`src/hw/rtl/table_seeded_float_rsqrt_unit_defines.svh`:
```
// Assertion macros shared by the table-seeded rsqrt unit.
`ifndef TABLE_SEEDED_FLOAT_RSQRT_UNIT_DEFINES_SVH
`define TABLE_SEEDED_FLOAT_RSQRT_UNIT_DEFINES_SVH

// Same-cycle implication, disabled while reset is high.
`define TRSQ_ASSERT_IMP(label, clk, rst, ante, cons, msg) \
   label: assert property (@(posedge clk) disable iff (rst) (ante) |-> (cons)) \
      else $error(msg);

// Next-cycle implication, disabled while reset is high.
`define TRSQ_ASSERT_NXT(label, clk, rst, ante, cons, msg) \
   label: assert property (@(posedge clk) disable iff (rst) (ante) |=> (cons)) \
      else $error(msg);

`endif

```
`src/hw/rtl/trsq_pkg.sv`:
```
// Package: constants, types and seed table builder for the rsqrt unit.
`default_nettype none

package trsq_pkg;

   localparam int SEED_ENTRIES = 1024;
   localparam int SEED_ADDR_W  = $clog2(SEED_ENTRIES);
   localparam int SEED_LSB     = 14;

   localparam logic [31:0] SEED_EXP_BASE   = 32'h5f00_0000;
   localparam logic [31:0] SEED_EXP_MASK   = 32'hff80_0000;
   localparam logic [31:0] F32_THREE       = 32'h4040_0000;
   localparam logic [31:0] F32_HALF        = 32'h3f00_0000;
   localparam logic [31:0] F32_QNAN_BIT    = 32'h0040_0000;
   localparam logic [31:0] F32_DEFAULT_NAN = 32'hffc0_0000;
   localparam logic [31:0] F32_SIGN_BIT    = 32'h8000_0000;

   localparam int FMUL_STAGES = 3;
   localparam int FSUB_STAGES = 2;

   // Word carried alongside each operation through the pipe.
   typedef struct packed {
      logic        op;
      logic [31:0] x_bits;
      logic [31:0] y_bits;
   } side_type;

   typedef logic [7:0] seed_rom_type [SEED_ENTRIES];

   // One seed byte: rounded single 1/sqrt(f), f = n / 2^s, bits 22..15 rounded.
   function automatic logic [7:0] seed_entry(input int unsigned idx);
      logic [127:0] lim;
      logic [127:0] trial;
      logic [127:0] prod;
      logic [63:0]  q;
      logic [63:0]  sig;
      logic [31:0]  n;
      logic [31:0]  e;
      logic [31:0]  bits;
      int           s;
      n   = 32'(512 + (idx & 511));
      s   = ((idx & 512) != 0) ? 9 : 10;
      lim = 128'd1 << (s + 52);
      q   = 64'd0;
      // q = floor(sqrt(lim / n)), found bit by bit
      for (int b = 27; b >= 0; b--) begin
         trial = {64'd0, q | (64'd1 << b)};
         prod  = trial * trial * {96'd0, n};
         if (prod <= lim) begin
            q = trial[63:0];
         end
      end
      if (q >= (64'd1 << 26)) begin
         e   = 32'd127;
         sig = (q + 64'd4) >> 3;
      end else begin
         e   = 32'd126;
         sig = (q + 64'd2) >> 2;
      end
      if (sig >= (64'd1 << 24)) begin
         e   = e + 32'd1;
         sig = sig >> 1;
      end
      bits = (e << 23) | {9'd0, sig[22:0]};
      bits = (bits + 32'h2000) >> 15;
      return bits[7:0];
   endfunction

   function automatic seed_rom_type build_seed_rom();
      seed_rom_type rom;
      for (int i = 0; i < SEED_ENTRIES; i++) begin
         rom[i] = seed_entry(i);
      end
      rom[SEED_ENTRIES / 2] = 8'hff;
      return rom;
   endfunction

endpackage

`default_nettype wire

```
`src/hw/rtl/trsq_fmul.sv`:
```
// Three-stage IEEE single multiplier, round to nearest even, side word passed along.
`default_nettype none

module trsq_fmul
   import trsq_pkg::*;
(
   input  logic        clock,
   input  logic        reset,
   input  logic        in_valid,
   input  logic [31:0] in_a,
   input  logic [31:0] in_b,
   input  side_type    in_side,
   output logic        out_valid,
   output logic [31:0] out_z,
   output side_type    out_side
);

   // stage 1: unpack, specials, mantissa product
   logic               spec1_in;
   logic [31:0]        specval1_in;
   logic               sign1_in;
   logic signed [10:0] exp1_in;
   logic [47:0]        prod1_in;

   logic               valid1_ff;
   side_type           side1_ff;
   logic               spec1_ff;
   logic [31:0]        specval1_ff;
   logic               sign1_ff;
   logic signed [10:0] exp1_ff;
   logic [47:0]        prod1_ff;

   always_comb begin
      logic [7:0]  ea, eb, eea, eeb;
      logic [22:0] fa, fb;
      logic        a_nan, b_nan, a_inf, b_inf, a_zero, b_zero;
      ea     = in_a[30:23];
      eb     = in_b[30:23];
      fa     = in_a[22:0];
      fb     = in_b[22:0];
      a_nan  = (ea == 8'hff) && (fa != 23'd0);
      b_nan  = (eb == 8'hff) && (fb != 23'd0);
      a_inf  = (ea == 8'hff) && (fa == 23'd0);
      b_inf  = (eb == 8'hff) && (fb == 23'd0);
      a_zero = (ea == 8'd0) && (fa == 23'd0);
      b_zero = (eb == 8'd0) && (fb == 23'd0);
      eea    = (ea == 8'd0) ? 8'd1 : ea;
      eeb    = (eb == 8'd0) ? 8'd1 : eb;
      sign1_in    = in_a[31] ^ in_b[31];
      spec1_in    = 1'b1;
      specval1_in = {sign1_in, 31'd0};
      if (a_nan) begin
         specval1_in = in_a | F32_QNAN_BIT;
      end else if (b_nan) begin
         specval1_in = in_b | F32_QNAN_BIT;
      end else if ((a_inf && b_zero) || (a_zero && b_inf)) begin
         specval1_in = F32_DEFAULT_NAN;
      end else if (a_inf || b_inf) begin
         specval1_in = {sign1_in, 8'hff, 23'd0};
      end else if (a_zero || b_zero) begin
         specval1_in = {sign1_in, 31'd0};
      end else begin
         spec1_in = 1'b0;
      end
      exp1_in  = $signed({3'd0, eea}) + $signed({3'd0, eeb}) - 11'sd127;
      prod1_in = 48'({ea != 8'd0, fa}) * 48'({eb != 8'd0, fb});
   end

   always_ff @(posedge clock) begin
      if (reset) begin
         valid1_ff <= 1'b0;
      end else begin
         valid1_ff <= in_valid;
      end
   end

   always_ff @(posedge clock) begin
      side1_ff    <= in_side;
      spec1_ff    <= spec1_in;
      specval1_ff <= specval1_in;
      sign1_ff    <= sign1_in;
      exp1_ff     <= exp1_in;
      prod1_ff    <= prod1_in;
   end

   // stage 2: leading zero count, normalize
   logic [5:0]         lz2;
   logic signed [10:0] be2_in;
   logic [47:0]        norm2_in;

   logic               valid2_ff;
   side_type           side2_ff;
   logic               spec2_ff;
   logic [31:0]        specval2_ff;
   logic               sign2_ff;
   logic signed [10:0] be2_ff;
   logic [47:0]        norm2_ff;

   always_comb begin
      lz2 = 6'd0;
      for (int i = 0; i < 48; i++) begin
         if (prod1_ff[i]) begin
            lz2 = 6'(47 - i);
         end
      end
      norm2_in = prod1_ff << lz2;
      be2_in   = exp1_ff + 11'sd1 - $signed({5'd0, lz2});
   end

   always_ff @(posedge clock) begin
      if (reset) begin
         valid2_ff <= 1'b0;
      end else begin
         valid2_ff <= valid1_ff;
      end
   end

   always_ff @(posedge clock) begin
      side2_ff    <= side1_ff;
      spec2_ff    <= spec1_ff;
      specval2_ff <= specval1_ff;
      sign2_ff    <= sign1_ff;
      be2_ff      <= be2_in;
      norm2_ff    <= norm2_in;
   end

   // stage 3: denormalize if needed, round, pack
   logic [31:0] z3_in;
   logic        valid3_ff;
   side_type    side3_ff;
   logic [31:0] z3_ff;

   always_comb begin
      logic signed [10:0] rs_full;
      logic [5:0]         rs;
      logic [7:0]         expf;
      logic [111:0]       wide;
      logic [23:0]        kept;
      logic               grd, sticky, inc;
      logic [30:0]        mag;
      rs_full = 11'sd1 - be2_ff;
      if (be2_ff >= 11'sd1) begin
         rs   = 6'd0;
         expf = be2_ff[7:0];
      end else begin
         rs   = (rs_full > 11'sd63) ? 6'd63 : rs_full[5:0];
         expf = 8'd0;
      end
      wide   = {norm2_ff, 64'd0} >> rs;
      kept   = wide[111:88];
      grd    = wide[87];
      sticky = |wide[86:0];
      inc    = grd & (sticky | kept[0]);
      mag    = {expf, kept[22:0]} + {30'd0, inc};
      if (spec2_ff) begin
         z3_in = specval2_ff;
      end else if (be2_ff >= 11'sd255) begin
         z3_in = {sign2_ff, 8'hff, 23'd0};
      end else begin
         z3_in = {sign2_ff, mag};
      end
   end

   always_ff @(posedge clock) begin
      if (reset) begin
         valid3_ff <= 1'b0;
      end else begin
         valid3_ff <= valid2_ff;
      end
   end

   always_ff @(posedge clock) begin
      side3_ff <= side2_ff;
      z3_ff    <= z3_in;
   end

   assign out_valid = valid3_ff;
   assign out_z     = z3_ff;
   assign out_side  = side3_ff;

endmodule

`default_nettype wire

```
`config.mk`:
```
export PLATFORM = sky130hd
export DESIGN_NAME = trsq_fmul
export DESIGN_NICKNAME = d
export VERILOG_FILES = /design/src/hw/rtl/table_seeded_float_rsqrt_unit_defines.svh /design/src/hw/rtl/trsq_pkg.sv /design/src/hw/rtl/trsq_fmul.sv
export SDC_FILE = /design/constraint.sdc
export NUM_CORES = 2
export LEC_CHECK = 0
export BUFFER_PORTS_ARGS = -buffer_cell sky130_fd_sc_hd__buf_2
export CAP_MARGIN = 5
export CORE_ASPECT_RATIO = 0.5
export CORE_MARGIN = 5
export CORE_UTILIZATION = 50
export DETAILED_ROUTE_END_ITERATION = 10
export MAX_ROUTING_LAYER = met4
export PLACE_DENSITY_LB_ADDON = 0.25
export SLEW_MARGIN = 30
export SYNTH_ARGS = -nofsm -noshare
export SYNTH_HDL_FRONTEND = slang
export SYNTH_SLANG_ARGS = --single-unit
```
`constraint.sdc`:
```
create_clock -name clock -period 6.81 [get_ports clock]
set_input_delay 0 -clock clock [delete_from_list [all_inputs] [get_ports clock]]
set_output_delay 0 -clock clock [all_outputs]
set_load 0.02 [all_outputs]
```
==> results.sh <==
export IMPL_skew_ns=0.02626
export IMPL_grt_usage=0.2774
export IMPL_h_tree_depth=2
export IMPL_grt_pass1_vias=29450
export IMPL_synth_most_common_cell="nand2_1"
export IMPL_core_um2=69430
export IMPL_numPortBuffers=229
export IMPL_cts_buffers=39
export IMPL_cp_endpoint="prod1_ff[46]"
export IMPL_r2r_start="be2_ff[1]"
export IMPL_yosysWarnings=0
export IMPL_synth_commonest_cells="nand2_1 (592), inv_1 (547), fa_1 (484)"
export IMPL_drc=0
export IMPL_postSynthAreaPerCell_um2=9.231
export IMPL_clock_fmax_mhz=152.8
export IMPL_tightest_slew_ns=0.9122
export IMPL_yosysTopAreaCell="fa_1"
export IMPL_maxSlewViolCount=0
export IMPL_yosysUniqueCellTypes=110
export IMPL_multi_input_area_um2=24040
export IMPL_synth_top_area_frac=0.2744
export IMPL_vias=28220
export IMPL_cp_common_cell="fa_1"
export IMPL_fp_row_count=68
export IMPL_grt_max_degree=68
export IMPL_regArea_um2=8308
export IMPL_area_delta_synth_final_pct=16.40
export IMPL_dieArea_um2=76370
export IMPL_drive_above_1_share=0.1503
export IMPL_cts_clk_slew_worst_paths_ns=0.08
export IMPL_r2r_cells=17
export IMPL_ys_seq_area_frac=0.2352
export IMPL_arrival_ns=7.05
export IMPL_clock_sinks=415
export IMPL_cts_root_buffer="clkbuf_16"
export IMPL_rsz0062_at_grt="false"
export IMPL_start_kind="primary input"
export IMPL_cpPeakStageDelay_ns=0.60
export IMPL_fin_ws_ns=0.2662
export IMPL_die_x_um=385.9
export IMPL_timing_slew_headroom=0.3839
export IMPL_grt_ovfl_total=0
export IMPL_synth_async_reset_ratio=0
export IMPL_finalCriticalPeriod_ns=6.544
export IMPL_synth_ff_type="dfxtp_1"
export IMPL_critPathLaunch="in_b[11]"
export IMPL_synth_area_um2=35320
export IMPL_hold_viol=0
export IMPL_syn_inst=3826
export IMPL_detail_route_antenna_nets=0
export IMPL_die_h_um=197.9
export IMPL_hpwl_mm=81.59
export IMPL_fillerInstances=6014
export IMPL_cp_slowest_cell="dlygate4sd3_1"
export IMPL_crit_type="primary input to register"
export IMPL_reg2reg_slack_ns=0.72
export IMPL_cts_tree="built"
export IMPL_synth_edff_count=0
export IMPL_synth_area_leaders="fa_1 (27%), dfxtp_1 (24%), ha_1 (7.4%)"
export IMPL_reg2reg_to="out_z[24]"
export IMPL_maxCapViolCount=0
export IMPL_drt_pass1_iterations=5
export IMPL_hp_class="primary input to register"
export IMPL_globalplace_congestion=0.9390
export IMPL_status="finished clean"
export IMPL_io_pins=230
export IMPL_crit_required_ns=7.31
export IMPL_place_ws_ns=-0.4660
export IMPL_dr_first_iter_drc_count=2141
export IMPL_finalCritPeriodShare=0.9609
export IMPL_crit_path_max_fanout=9
export IMPL_clk_path_buf_depth=3
export IMPL_grt_pass1_wl_mm=163.3
export IMPL_endpoint_kind="register"
export IMPL_clkLatencyLatePin_ns=0.56
export IMPL_initial_core_util=0.5087
export IMPL_synth_seq_cells=415
export IMPL_wl_mm=103.0
export IMPL_via_per_inst=5.433
export IMPL_syn_nets=4650
export IMPL_antenna_found_initial=8
export IMPL_fin_nets=5041
export IMPL_wl_per_cell_um=19.82
export IMPL_setup_violations=0
-- worst max-delay path, delay by kind of cell --
family	cells	cell delay, ns
XOR/XNOR	1	0.12
AO/OA/AOI/OAI	8	1.21
adder cells (fa/ha/maj)	8	3.71
buffers and inverters	7	1.36
AND/OR/NAND/NOR	4	0.62
-- repair_timing --
item / in CTS / in global routing
setup buffers: 0 / 3
gates resized for setup: 0 / 34
endpoints found under the hold margin: 90 / 0
hold buffers: 96 / 0
endpoints found under the setup margin: 0 / 6
-- layout make-up --
type	count	share of cell area
sequential	415	0.2021
antenna	4	0.0002435
inverter	550	0.05022
timing repair buffer	574	0.1012
multi-input combinational	2637	0.5848
tap	945	0.02876
clock inverter	19	0.006909
clock buffer	51	0.02581
-- cells in the final DEF, fill, tap and decap left out, types with 34 or more instances in the layout --
cell	count
inv_1	545
dfxtp_1	415
nand2_1	591
o21ai_0	88
xnor2_1	56
a21oi_1	121
nor3_1	59
nor2_1	146
buf_4	236
nand3_1	34
mux2i_1	189
buf_2	224
fa_1	484
and2_1	204
clkbuf_16	39
dlygate4sd3_1	95
ha_1	206
-- logic make-up after synthesis --
| group | synth area share |
|---|---|
| simple gates | 0.1573 |
| buf+inv | 0.08772 |
| fa+ha+maj | 0.3480 |
| compound gates | 0.09112 |
| flops | 0.2352 |
| mux | 0.06069 |
| xor+xnor | 0.01984 |
-- metal layers --
metal,share of wire,wire [um],GRT usage,vias up
met3,0.077,7945,0.03512,184
met2,0.48,48930,0.4526,1105
met4,0.024,2467,0.06853,0
met5,0,0,-,-
met1,0.42,43630,0.3711,13910
li1,-,-,-,13020
-- worst min path at each step --
stage / start / endpoint / slack, ns / cells past startpoint
2_1_floorplan: in_side[0] / side1_ff[0] / 0.03 / 0
3_3_place_gp: in_side[37] / side1_ff[37] / 0.10 / 1
3_5_place_dp: in_side[40] / side1_ff[40] / 0.10 / 1
4_1_cts: in_b[6] / specval1_ff[6] / 0.004 / 4
5_1_grt: in_a[30] / exp1_ff[8] / 0.03 / 5
6_report: in_a[30] / exp1_ff[8] / 0.03 / 5
-- per-stage QoR --
stage / util / setup TNS (ns) / hold slack (ns) / instances / area, um2
after detailed placement: 0.5569 / -1.942 / 0.1036 / 5023 / 38670
final: 0.5921 / 0 / 0.02658 / 5195 / 41110
after floorplan: - / 0 / 0.02772 / 3826 / 35330
after global placement: 0.5569 / -1.665 / 0.1018 / 5023 / 38660
after global routing: 0.5921 / 0 / 0.03283 / 5194 / 41110
after CTS: 0.5901 / 0 / 0.004319 / 5189 / 40970
-- sequential cells by signal, indices dropped and copies added, names as in the netlist, 10 cells and up --
| signal | flops |
|---|---|
| specval1_ff | 32 |
| exp1_ff | 10 |
| prod1_ff | 48 |
| side1_ff | 65 |
| out_z | 32 |
| be2_ff | 11 |
| norm2_ff | 48 |
| specval2_ff | 32 |
| out_side | 65 |
| side2_ff | 65 |
Power is not shown: default switching activity piles up to over one toggle a cycle in this logic, so the estimate is an artifact.
